===== config.mk =====
export PLATFORM = sky130hd
export DESIGN_NAME = velocity_command_frame_encoder
export DESIGN_NICKNAME = d
export VERILOG_FILES = /design/src/design/vcfe_pkg.sv /design/src/design/vcfe_front.sv /design/src/design/vcfe_queue.sv /design/src/design/vcfe_back.sv /design/src/design/velocity_command_frame_encoder.sv
export SDC_FILE = /design/constraint.sdc
export NUM_CORES = 2
export LEC_CHECK = 0
export BUFFER_PORTS_ARGS = -buffer_cell sky130_fd_sc_hd__buf_4
export CAP_MARGIN = 20
export CORE_ASPECT_RATIO = 1.4
export CORE_MARGIN = 2
export CORE_UTILIZATION = 40
export CTS_CLUSTER_DIAMETER = 200
export DETAILED_ROUTE_END_ITERATION = 10
export PLACE_DENSITY_LB_ADDON = 0.25
export SETUP_SLACK_MARGIN = 0.05
export SYNTH_ARGS = -nofsm -noshare
export SYNTH_HDL_FRONTEND = slang
export SYNTH_HIERARCHICAL = 1
export SYNTH_SLANG_ARGS = --single-unit

===== constraint.sdc =====
create_clock -name clk -period 11.8 [get_ports clk]
set_clock_uncertainty 0.05 [all_clocks]
set_input_delay 2.36 -clock clk [delete_from_list [all_inputs] [get_ports clk]]
set_output_delay 2.36 -clock clk [all_outputs]
set_load 0.02 [all_outputs]

===== src/design/vcfe_pkg.sv =====
package vcfe_pkg;

	// input beat: one velocity command, Q4.12 m/s
	typedef struct packed {
		logic signed [15:0] vel_x;
		logic signed [15:0] vel_y;
		logic signed [15:0] vel_z;
	} cmd_t;

	// output beat: one frame byte
	typedef struct packed {
		logic [7:0] frame_byte;
		logic       last_byte;
	} result_t;

	// scaled counts of one command, queued between front and back
	typedef struct packed {
		logic [15:0] cx;
		logic [15:0] cy;
		logic [15:0] cz;
	} counts_t;

	// configuration registers
	typedef struct packed {
		logic signed [15:0] min_x;
		logic signed [15:0] max_x;
		logic signed [15:0] min_y;
		logic signed [15:0] max_y;
		logic signed [15:0] min_z;
		logic signed [15:0] max_z;
		logic [23:0]        count_gain;
	} cfg_t;

	// front pipeline occupancy
	typedef struct packed {
		logic valid_s1;
		logic valid_s2;
	} front_stat_t;

	localparam int unsigned CFG_IDX_W  = 3;
	localparam int unsigned CFG_DATA_W = 24;

	localparam logic [CFG_IDX_W-1:0] REG_MIN_X      = 3'd0;
	localparam logic [CFG_IDX_W-1:0] REG_MAX_X      = 3'd1;
	localparam logic [CFG_IDX_W-1:0] REG_MIN_Y      = 3'd2;
	localparam logic [CFG_IDX_W-1:0] REG_MAX_Y      = 3'd3;
	localparam logic [CFG_IDX_W-1:0] REG_MIN_Z      = 3'd4;
	localparam logic [CFG_IDX_W-1:0] REG_MAX_Z      = 3'd5;
	localparam logic [CFG_IDX_W-1:0] REG_COUNT_GAIN = 3'd6;

	localparam logic signed [15:0] RST_MIN  = -16'sd5734;
	localparam logic signed [15:0] RST_MAX  = 16'sd5734;
	localparam logic [23:0]        RST_GAIN = 24'd5991771;

	// Q4.12 * Q16.8 product has 20 fraction bits
	localparam int unsigned FRAC_BITS = 20;

	localparam logic [7:0] FRAME_HEAD = 8'h7B;
	localparam logic [7:0] FRAME_TAIL = 8'h7D;

	// byte positions in the frame
	localparam int unsigned   BIDX_W    = 4;
	localparam logic [3:0] BYTE_HEAD = 4'd0;
	localparam logic [3:0] BYTE_PAD0 = 4'd1;
	localparam logic [3:0] BYTE_PAD1 = 4'd2;
	localparam logic [3:0] BYTE_XH   = 4'd3;
	localparam logic [3:0] BYTE_XL   = 4'd4;
	localparam logic [3:0] BYTE_YH   = 4'd5;
	localparam logic [3:0] BYTE_YL   = 4'd6;
	localparam logic [3:0] BYTE_ZH   = 4'd7;
	localparam logic [3:0] BYTE_ZL   = 4'd8;
	localparam logic [3:0] BYTE_BCC  = 4'd9;
	localparam logic [3:0] BYTE_TAIL = 4'd10;

endpackage


===== src/design/vcfe_front.sv =====
module vcfe_front (
	input  logic                   clk,
	input  logic                   arst_n,
	input  logic                   take,
	input  vcfe_pkg::cmd_t         cmd,
	input  vcfe_pkg::cfg_t         cfg,
	output logic                   push,
	output vcfe_pkg::counts_t      push_data,
	output vcfe_pkg::front_stat_t  stat
);

	logic signed [15:0] vel [3];
	logic signed [15:0] lo  [3];
	logic signed [15:0] hi  [3];
	logic signed [15:0] clamped [3];
	logic [16:0]        mag [3];

	logic        valid_s1;
	logic [16:0] mag_s1 [3];
	logic [2:0]  neg_s1;

	logic        valid_s2;
	logic [15:0] cnt_s2 [3];
	logic [2:0]  neg_s2;

	logic [40:0] prod [3];
	logic [15:0] cnt_out [3];

	always_comb begin
		vel[0] = cmd.vel_x;
		vel[1] = cmd.vel_y;
		vel[2] = cmd.vel_z;
		lo[0]  = cfg.min_x;
		lo[1]  = cfg.min_y;
		lo[2]  = cfg.min_z;
		hi[0]  = cfg.max_x;
		hi[1]  = cfg.max_y;
		hi[2]  = cfg.max_z;
		for (int a = 0; a < 3; a++) begin
			// inverted limits: the minimum wins
			if (lo[a] > hi[a]) begin
				clamped[a] = lo[a];
			end else if (vel[a] < lo[a]) begin
				clamped[a] = lo[a];
			end else if (vel[a] > hi[a]) begin
				clamped[a] = hi[a];
			end else begin
				clamped[a] = vel[a];
			end
			if (clamped[a][15]) begin
				mag[a] = 17'(-{clamped[a][15], clamped[a]});
			end else begin
				mag[a] = {1'b0, clamped[a]};
			end
		end
	end

	always_ff @(posedge clk or negedge arst_n) begin
		if (!arst_n) begin
			valid_s1 <= 1'b0;
			valid_s2 <= 1'b0;
		end else begin
			valid_s1 <= take;
			valid_s2 <= valid_s1;
		end
	end

	always_ff @(posedge clk) begin
		for (int a = 0; a < 3; a++) begin
			mag_s1[a] <= mag[a];
			neg_s1[a] <= clamped[a][15];
		end
	end

	// magnitude times gain, truncated toward zero, low 16 bits kept
	always_comb begin
		for (int a = 0; a < 3; a++) begin
			prod[a] = 41'(mag_s1[a]) * 41'(cfg.count_gain);
		end
	end

	always_ff @(posedge clk) begin
		for (int a = 0; a < 3; a++) begin
			cnt_s2[a] <= prod[a][vcfe_pkg::FRAC_BITS +: 16];
		end
		neg_s2 <= neg_s1;
	end

	always_comb begin
		for (int a = 0; a < 3; a++) begin
			cnt_out[a] = neg_s2[a] ? 16'(-cnt_s2[a]) : cnt_s2[a];
		end
	end

	assign push         = valid_s2;
	assign push_data.cx = cnt_out[0];
	assign push_data.cy = cnt_out[1];
	assign push_data.cz = cnt_out[2];
	assign stat.valid_s1 = valid_s1;
	assign stat.valid_s2 = valid_s2;

`ifndef SYNTHESIS
	a_push_follows_take: assert property (@(posedge clk) disable iff (!arst_n)
		take |-> ##2 push)
		else $error("front: accepted command did not reach the queue");
`endif

endmodule


===== src/design/vcfe_queue.sv =====
module vcfe_queue #(
	parameter int unsigned DEPTH = 2
) (
	input  logic                          clk,
	input  logic                          arst_n,
	input  logic                          push,
	input  vcfe_pkg::counts_t             push_data,
	input  logic                          pop,
	output vcfe_pkg::counts_t             pop_data,
	output logic                          not_empty,
	output logic [$clog2(DEPTH+1)-1:0]    count
);

	localparam int unsigned PW = (DEPTH > 1) ? $clog2(DEPTH) : 1;
	localparam int unsigned CW = $clog2(DEPTH+1);

	vcfe_pkg::counts_t mem_q [DEPTH];
	logic [PW-1:0]     wr_ptr_q;
	logic [PW-1:0]     rd_ptr_q;
	logic [CW-1:0]     count_q;

	function automatic logic [PW-1:0] bump(input logic [PW-1:0] p);
		if (p == PW'(DEPTH-1)) begin
			return '0;
		end
		return p + 1'b1;
	endfunction

	always_ff @(posedge clk) begin
		if (push) begin
			mem_q[wr_ptr_q] <= push_data;
		end
	end

	always_ff @(posedge clk or negedge arst_n) begin
		if (!arst_n) begin
			wr_ptr_q <= '0;
			rd_ptr_q <= '0;
			count_q  <= '0;
		end else begin
			if (push) begin
				wr_ptr_q <= bump(wr_ptr_q);
			end
			if (pop) begin
				rd_ptr_q <= bump(rd_ptr_q);
			end
			if (push && !pop) begin
				count_q <= count_q + 1'b1;
			end else if (pop && !push) begin
				count_q <= count_q - 1'b1;
			end
		end
	end

	assign pop_data  = mem_q[rd_ptr_q];
	assign not_empty = (count_q != '0);
	assign count     = count_q;

`ifndef SYNTHESIS
	a_no_overflow: assert property (@(posedge clk) disable iff (!arst_n)
		push |-> (count_q != CW'(DEPTH)) || pop)
		else $error("queue: push into full queue");
	a_no_underflow: assert property (@(posedge clk) disable iff (!arst_n)
		pop |-> not_empty)
		else $error("queue: pop from empty queue");
`endif

endmodule


===== src/design/vcfe_back.sv =====
module vcfe_back (
	input  logic                 clk,
	input  logic                 arst_n,
	input  logic                 avail,
	input  vcfe_pkg::counts_t    frame_counts,
	output logic                 pop,
	output logic                 result_valid,
	output vcfe_pkg::result_t    result
);

	logic                       active_q;
	logic [vcfe_pkg::BIDX_W-1:0] idx_q;
	vcfe_pkg::counts_t          frame_q;
	logic [7:0]                 bcc_q;
	logic                       at_last;
	logic [7:0]                 byte_sel;
	logic [7:0]                 bcc_new;
	logic                       result_valid_q;
	vcfe_pkg::result_t          result_q;

	assign at_last = (idx_q == vcfe_pkg::BYTE_TAIL);
	assign pop     = avail && (!active_q || at_last);

	// the two zero pad bytes drop out of the checksum
	assign bcc_new = vcfe_pkg::FRAME_HEAD
		^ frame_counts.cx[15:8] ^ frame_counts.cx[7:0]
		^ frame_counts.cy[15:8] ^ frame_counts.cy[7:0]
		^ frame_counts.cz[15:8] ^ frame_counts.cz[7:0];

	always_ff @(posedge clk or negedge arst_n) begin
		if (!arst_n) begin
			active_q <= 1'b0;
			idx_q    <= '0;
		end else if (pop) begin
			active_q <= 1'b1;
			idx_q    <= vcfe_pkg::BYTE_HEAD;
		end else if (active_q) begin
			idx_q <= idx_q + 1'b1;
			if (at_last) begin
				active_q <= 1'b0;
			end
		end
	end

	always_ff @(posedge clk) begin
		if (pop) begin
			frame_q <= frame_counts;
			bcc_q   <= bcc_new;
		end
	end

	always_comb begin
		unique case (idx_q)
			vcfe_pkg::BYTE_HEAD: byte_sel = vcfe_pkg::FRAME_HEAD;
			vcfe_pkg::BYTE_PAD0: byte_sel = 8'h00;
			vcfe_pkg::BYTE_PAD1: byte_sel = 8'h00;
			vcfe_pkg::BYTE_XH:   byte_sel = frame_q.cx[15:8];
			vcfe_pkg::BYTE_XL:   byte_sel = frame_q.cx[7:0];
			vcfe_pkg::BYTE_YH:   byte_sel = frame_q.cy[15:8];
			vcfe_pkg::BYTE_YL:   byte_sel = frame_q.cy[7:0];
			vcfe_pkg::BYTE_ZH:   byte_sel = frame_q.cz[15:8];
			vcfe_pkg::BYTE_ZL:   byte_sel = frame_q.cz[7:0];
			vcfe_pkg::BYTE_BCC:  byte_sel = bcc_q;
			vcfe_pkg::BYTE_TAIL: byte_sel = vcfe_pkg::FRAME_TAIL;
			default:             byte_sel = 8'h00;
		endcase
	end

	always_ff @(posedge clk or negedge arst_n) begin
		if (!arst_n) begin
			result_valid_q <= 1'b0;
		end else begin
			result_valid_q <= active_q;
		end
	end

	always_ff @(posedge clk) begin
		result_q.frame_byte <= byte_sel;
		result_q.last_byte  <= at_last;
	end

	assign result_valid = result_valid_q;
	assign result       = result_q;

`ifndef SYNTHESIS
	a_tail_byte: assert property (@(posedge clk) disable iff (!arst_n)
		(result_valid && result.last_byte) |-> (result.frame_byte == vcfe_pkg::FRAME_TAIL))
		else $error("back: last beat is not the closing byte");
	a_frame_contiguous: assert property (@(posedge clk) disable iff (!arst_n)
		(result_valid && result.last_byte) |-> $past(result_valid, 10))
		else $error("back: frame beats not back to back");
	a_idx_range: assert property (@(posedge clk) disable iff (!arst_n)
		active_q |-> (idx_q <= vcfe_pkg::BYTE_TAIL))
		else $error("back: byte index past frame end");
`endif

endmodule


===== src/design/velocity_command_frame_encoder.sv =====
// Channel  Direction  Beat                          Accepted when
// cmd      in         vel_x, vel_y, vel_z (Q4.12)   start && !busy at clk rise
// result   out        frame_byte, last_byte         result_valid at clk rise
// cfg      in         cfg_index, cfg_data           cfg_we at clk rise
//
// A command produces 11 result beats on consecutive cycles; the first beat
// follows the front stages, queue, serializer and output register when the
// back end is free. The serializer pops a new command only at a frame end.
// Up to QUEUE_DEPTH commands may be in flight in front of the serializer;
// busy rises when the front pipeline plus queue would hold more.
// Reset (arst_n low) empties the pipeline and queue, loads the limit and
// gain registers with their defaults. The receiver cannot stall results.
module velocity_command_frame_encoder #(
	parameter int unsigned QUEUE_DEPTH = 2
) (
	input  logic                                    clk,
	input  logic                                    arst_n,
	// command channel
	input  logic                                    start,
	output logic                                    busy,
	input  vcfe_pkg::cmd_t                          cmd,
	// result channel
	output logic                                    result_valid,
	output vcfe_pkg::result_t                       result,
	// configuration write port
	input  logic                                    cfg_we,
	input  logic [vcfe_pkg::CFG_IDX_W-1:0]          cfg_index,
	input  logic [vcfe_pkg::CFG_DATA_W-1:0]         cfg_data
);

	localparam int unsigned CW = $clog2(QUEUE_DEPTH+1);
	localparam int unsigned OW = $clog2(QUEUE_DEPTH+3);

	vcfe_pkg::cfg_t        cfg_q;
	vcfe_pkg::front_stat_t front_stat;
	vcfe_pkg::counts_t     push_data;
	vcfe_pkg::counts_t     pop_data;
	logic                  push;
	logic                  pop;
	logic                  q_not_empty;
	logic [CW-1:0]         q_count;
	logic [OW-1:0]         occupancy;
	logic                  take;

	// Config registers. Limits take the low 16 bits, gain all 24.
	always_ff @(posedge clk or negedge arst_n) begin
		if (!arst_n) begin
			cfg_q.min_x      <= vcfe_pkg::RST_MIN;
			cfg_q.max_x      <= vcfe_pkg::RST_MAX;
			cfg_q.min_y      <= vcfe_pkg::RST_MIN;
			cfg_q.max_y      <= vcfe_pkg::RST_MAX;
			cfg_q.min_z      <= vcfe_pkg::RST_MIN;
			cfg_q.max_z      <= vcfe_pkg::RST_MAX;
			cfg_q.count_gain <= vcfe_pkg::RST_GAIN;
		end else if (cfg_we) begin
			unique case (cfg_index)
				vcfe_pkg::REG_MIN_X:      cfg_q.min_x      <= cfg_data[15:0];
				vcfe_pkg::REG_MAX_X:      cfg_q.max_x      <= cfg_data[15:0];
				vcfe_pkg::REG_MIN_Y:      cfg_q.min_y      <= cfg_data[15:0];
				vcfe_pkg::REG_MAX_Y:      cfg_q.max_y      <= cfg_data[15:0];
				vcfe_pkg::REG_MIN_Z:      cfg_q.min_z      <= cfg_data[15:0];
				vcfe_pkg::REG_MAX_Z:      cfg_q.max_z      <= cfg_data[15:0];
				vcfe_pkg::REG_COUNT_GAIN: cfg_q.count_gain <= cfg_data;
				default: ; // unused index: write dropped
			endcase
		end
	end

	// Credit check: everything past the input that has not yet been popped
	// must fit into the queue, so the front never has to stall.
	assign occupancy = OW'(q_count) + OW'(front_stat.valid_s1) + OW'(front_stat.valid_s2);
	assign busy      = (occupancy >= OW'(QUEUE_DEPTH));
	assign take      = start && !busy;

	// front: clamp, abs, scale
	vcfe_front u_front (
		.clk       (clk),
		.arst_n    (arst_n),
		.take      (take),
		.cmd       (cmd),
		.cfg       (cfg_q),
		.push      (push),
		.push_data (push_data),
		.stat      (front_stat)
	);

	// decoupling queue of scaled commands
	vcfe_queue #(
		.DEPTH (QUEUE_DEPTH)
	) u_queue (
		.clk       (clk),
		.arst_n    (arst_n),
		.push      (push),
		.push_data (push_data),
		.pop       (pop),
		.pop_data  (pop_data),
		.not_empty (q_not_empty),
		.count     (q_count)
	);

	// back: frame assembly and byte serializer
	vcfe_back u_back (
		.clk          (clk),
		.arst_n       (arst_n),
		.avail        (q_not_empty),
		.frame_counts (pop_data),
		.pop          (pop),
		.result_valid (result_valid),
		.result       (result)
	);

`ifndef SYNTHESIS
	a_idle_not_busy: assert property (@(posedge clk) disable iff (!arst_n)
		(q_count == '0 && !front_stat.valid_s1 && !front_stat.valid_s2) |-> !busy)
		else $error("top: busy with nothing in flight");
	a_busy_blocks_take: assert property (@(posedge clk) disable iff (!arst_n)
		busy |-> !take)
		else $error("top: command taken while busy");
	a_credit_bound: assert property (@(posedge clk) disable iff (!arst_n)
		occupancy <= OW'(QUEUE_DEPTH))
		else $error("top: in-flight commands exceed queue depth");
`endif

endmodule


---- Word level (Yosys, flattened, before mapping) ----
Memory sizes are Yosys's and may differ from the RTL's.
Cells that the tools add are included.
word-level totals
  memories kept ........................... 3
  bits in writable memories ............... 195
  logic and storage cells ................. 126
  register bits ........................... 203
memories
  name            words  width  read ports  clocked after Yosys merged registers in  wr ports  RTL line          RTL
  u_queue.mem_q   2      48     1           0                                        1         vcfe_queue.sv:17  vcfe_pkg::counts_t mem_q [DEPTH];
  u_front.mag_s1  3      17     3           0                                        3         vcfe_front.sv:19  logic [16:0] mag_s1 [3];
  u_front.cnt_s2  3      16     3           0                                        3         vcfe_front.sv:23  logic [15:0] cnt_s2 [3];
cells by class
  multipliers ............................. 3
  equality and inequality tests ........... 14
  reductions and logical operators ........ 21
  multiplexer cells ....................... 33
  add/sub/neg operators ................... 13
  bitwise operators ....................... 6
  order comparisons ....................... 10
operators with widths
  cell                                                              count
  16-bit two-way mux                                                12
  17-bit by 24-bit multiplier with 36-bit output                    3
  16-bit > comparator                                               6
  8-bit case mux with 9 select lines                                1
  17-bit two-way mux                                                3
  17-bit negation                                                   3
  16-bit < comparator                                               3
  16-bit negation                                                   3
  8-bit XOR                                                         5
  4-bit by 3-bit == test with 1-bit output (second input constant)  4
  2-bit AND reduction                                               7
  1-bit two-way mux                                                 13
  4-bit == test (second input constant)                             3
  3-bit == test (second input constant)                             3
  4-bit two-way mux                                                 2
  3-bit by 2-bit == test with 1-bit output (second input constant)  2
  6-bit NOT                                                         1
  2-bit nonzero test                                                3
  4-bit by 1-bit adder with 4-bit output (second input constant)    1
  4-bit by 2-bit == test with 1-bit output (second input constant)  1
  1-bit logical AND                                                 4
  1-bit zero test                                                   4
  4-bit zero test                                                   1
  2-bit two-way mux                                                 2
  other kinds (9)                                                   10

---- Depth between registers and ports, before layout ----
An unclocked memory read counts as a cell.
  depth in word-level cells ............... 7
  depth in mapped cells ................... 26
  mapped depth without buffers ............ 24

---- By module ----
The synthesis kept the hierarchy.
by module, submodules not included
  module                          times used  cells each  area an instance (um^2)
  vcfe_front                      1           5235        44482.7
  velocity_command_frame_encoder  1           266         4708.3
  vcfe_queue                      1           164         3692.3
  vcfe_back                       1           201         3080.5

---- Least setup slack after synthesis ----
Ideal clock, no wire load.
  path kind ............................... register to register
  start point ............................. register cfg_q[20] (netlist bit)
  end point ............................... memory u_front.cnt_s2[0][12]
  arrival ................................. 6480 ps
  setup time .............................. 123 ps
  clock period less this slack ............ 6653 ps
  path slack .............................. 5147 ps
  data required time ...................... 11627 ps
  cell stages (with the launch flop) ...... 24
  cells stage by stage .................... dfstp_2 clkbuf_1 clkbuf_1 nand2_1 fa_1 fa_1 fa_1 inv_1 fa_1 fa_1 inv_1 fa_1 inv_1 ha_1 a21oi_1 nand2_1 or3_1 a41o_1 nand3_1 nand2_1 o21a_1 a2111oi_0 o21bai_1 xor2_1
RTL lines
  element      RTL line                              RTL
  from (decl)  velocity_command_frame_encoder.sv:34  vcfe_pkg::cfg_t cfg_q;
  to (decl)    vcfe_front.sv:23

==> flow_summary.json <==
{
  "r2r_slack_ps": 3970,
  "r2r_cells": 22,
  "outcome": "complete, no violations",
  "syn_area_um2": 56000,
  "antenna_found_initial": 6,
  "path_cells": "buf_4 > nand2_1 > fa_1 > inv_1 > fa_1 > fa_1 > fa_1 > fa_1 > inv_1 > fa_1 > inv_1 > ha_1 > nand2_1 > a2111oi_0 > and3_1 > o31ai_1 > a211o_1 > a211o_1 > a31oi_1 > nand2_1 > o21ai_0 > xnor2_1",
  "crit_path_max_incr_delay_ps": 820,
  "crit_path_max_fanout": 30,
  "fmax_ghz": 0.128,
  "ys.flop_type": "edfxtp_1",
  "grt_start_max_net_pins": 70,
  "drive_gt1_share_pct": 9.02,
  "cts_tree": "built",
  "crit_required_ps": 12290,
  "min_path_type": "reg -> reg",
  "grt_pass1_wl_um": 240000,
  "rows": 162,
  "synth_seq_cells": 398,
  "h-tree-depth": 2,
  "grt_pass1_vias": 43335,
  "hold_end": "u_front/push",
  "layout_worst_path_cycle_share_pct": 66.3,
  "holdPathStages": 0,
  "fin_crit_ps": 7830,
  "drt_first_pass_iters": 5,
  "tns_ps": 0,
  "path_clk_slew_ps": 60,
  "cp_common_cell": "fa_1",
  "rsz0062_at_grt": "false",
  "setup_violations": 0,
  "synth.distinct_cells": 97,
  "worstSetupEndpointType": "flip-flop",
  "min_from": "u_front/valid_s1",
  "layout.nets": 7245,
  "crit_path_top_delay_cell": "dfstp_2",
  "vias": 39032,
  "cts_resized": 0,
  "fillers": 13594,
  "ioPinCount": 90,
  "netlist_top_cells_area": "fa_1 34%, ha_1 9.3%, inv_1 8.5%",
  "slew_violations": 0,
  "async_reset_ff_share_pct": 33.2,
  "cts_setup_buffers": 0,
  "grt_usage_pct": 21.5,
  "routedWlPerCell_um": 19.5,
  "gp_congestion": 0.874,
  "synth_top_area_share_pct": 34.2,
  "reg2reg_from": "cfg_q[8]",
  "grt_overflow": 0,
  "wl_um": 149000,
  "r2r-end": "u_front/cnt_s2[0][47]",
  "finalHoldViolCount": 0,
  "post-synth-top-count-cell": "inv_1",
  "insertion_delay_ps": 620,
  "dieHeight_um": 447,
  "yosysTopAreaCell": "fa_1",
  "initial_core_util_pct": 40.2,
  "cts_made_buffers": 47,
  "synthesis.instances": 5866,
  "port-buffer-count": 89,
  "max_slew_margin_pct": 21.3,
  "final_antenna_net_count": 0,
  "clock_path_buffers": 3,
  "tightestPinTransition_ps": 1180,
  "drc": 0,
  "synthTopCellsByCount": "1269 x inv_1, 957 x fa_1, 838 x nand2_1",
  "path_class": "reg -> reg",
  "die_area_um2": 143000,
  "viasPerCell": 5.11,
  "syn_avg_cell_area_um2": 9.54,
  "cap_viol_max_count": 0,
  "synth_seq_area_share_pct": 18.3,
  "hold_buffers": 0,
  "yosysWarnings": 6,
  "hpwlAfterDp_um": 113000,
  "cts_root_buf": "clkbuf_16",
  "core_um2": 139000,
  "fp.dieW_um": 320,
  "area_growth_pct": 7.04,
  "cts_sinks": 398,
  "crit_arrival_ps": 8310,
  "cp-start-kind": "flip-flop",
  "drtIter0Drc": 1940,
  "synth_edf_count": 152
}
-- cell type report --
cell class,instances,area [µm²],share of cell area (%)
Antenna cell,2,5.00,0.00836
Inverter,1271,4770,7.96
Tap cell,1804,2260,3.77
Clock inverter,26,265,0.443
Sequential cell,398,10200,17.1
Multi-Input combinational cell,3913,39800,66.4
Clock buffer,62,1270,2.13
Timing Repair Buffer,164,1320,2.21
-- flip-flops by register name (all words and copies together) (netlist names), 2 cells and up --
register and count:
cfg_q 120, u_back/idx_q 4, u_back/bcc_q 8, u_front/mag_s1 51, u_back/frame_q 48, u_queue/count 2, u_front/neg_s2 3, u_front/cnt_s2 48
u_queue/mem_q 96, u_front/neg_s1 3, u_back/result 9
-- critical path: cells and delay by family (launching register included) --
kind	cells	cell delay, ps
xor+xnor	1	140
simple gates	4	600
compound gates	6	2040
fa+ha+maj	7	3370
flops	1	820
buf+inv	4	720
-- worst max-delay path by stage --
stage	cells past startpoint	slack [ps]	endpoint	start
floorplan	23	5150	u_front/cnt_s2[0][12]	cfg_q[20]
global placement	23	4140	u_front/cnt_s2[0][47]	cfg_q[8]
detailed placement	22	4020	u_front/cnt_s2[0][47]	cfg_q[8]
CTS	22	3970	u_front/cnt_s2[0][47]	cfg_q[8]
global route	22	3520	u_front/cnt_s2[0][47]	cfg_q[8]
finish	22	3970	u_front/cnt_s2[0][47]	cfg_q[8]
-- routing by layer --
metal	track usage [%]	up-vias	wire length, µm
met4	7.00	8	4970
met3	2.68	285	6570
li1	-	17728	-
met2	40.5	930	79300
met1	24.9	20081	57800
met5	0	-	58
-- metrics by stage --
stage	std cells	setup WS, ps	util [%]	hold WS (ps)	instance area [µm²]
floorplan	5868	5150	-	260	56000
global placement	7541	4140	41.9	332	58200
detailed placement	7546	4020	41.9	321	58300
CTS	7634	3970	43.0	343	59800
global route	7638	3520	43.1	351	59900
finish	7640	3970	43.1	342	59900
-- logic make-up after synthesis --
logic type	count (synthesis)	synth area share, %
and+or+nand+nor	1651	14.2
AOI/OAI and AO/OA	466	5.54
buffers and inverters	1557	10.8
xor gates and xnor gates	204	3.19
other	1	0.00670
adders and majority gates	1371	43.5
DFF	398	18.3
muxes	218	4.48
-- layout by cell type, fill, tap and decap left out, drive strengths merged, types with 52 or more instances in the layout --
cell    instances
inv          1277
o21ai         103
ha            414
mux2          180
nand2         838
clkbuf         62
and2          487
dfrtp          69
xor2           52
fa            957
a21oi         135
buf           164
dfxtp         114
nor2          118
xnor2         152
edfxtp        152
dfstp          63
Power is left out: the tool's default activity adds up to more than one toggle a clock period on the data nets, which glitch-free logic cannot reach.
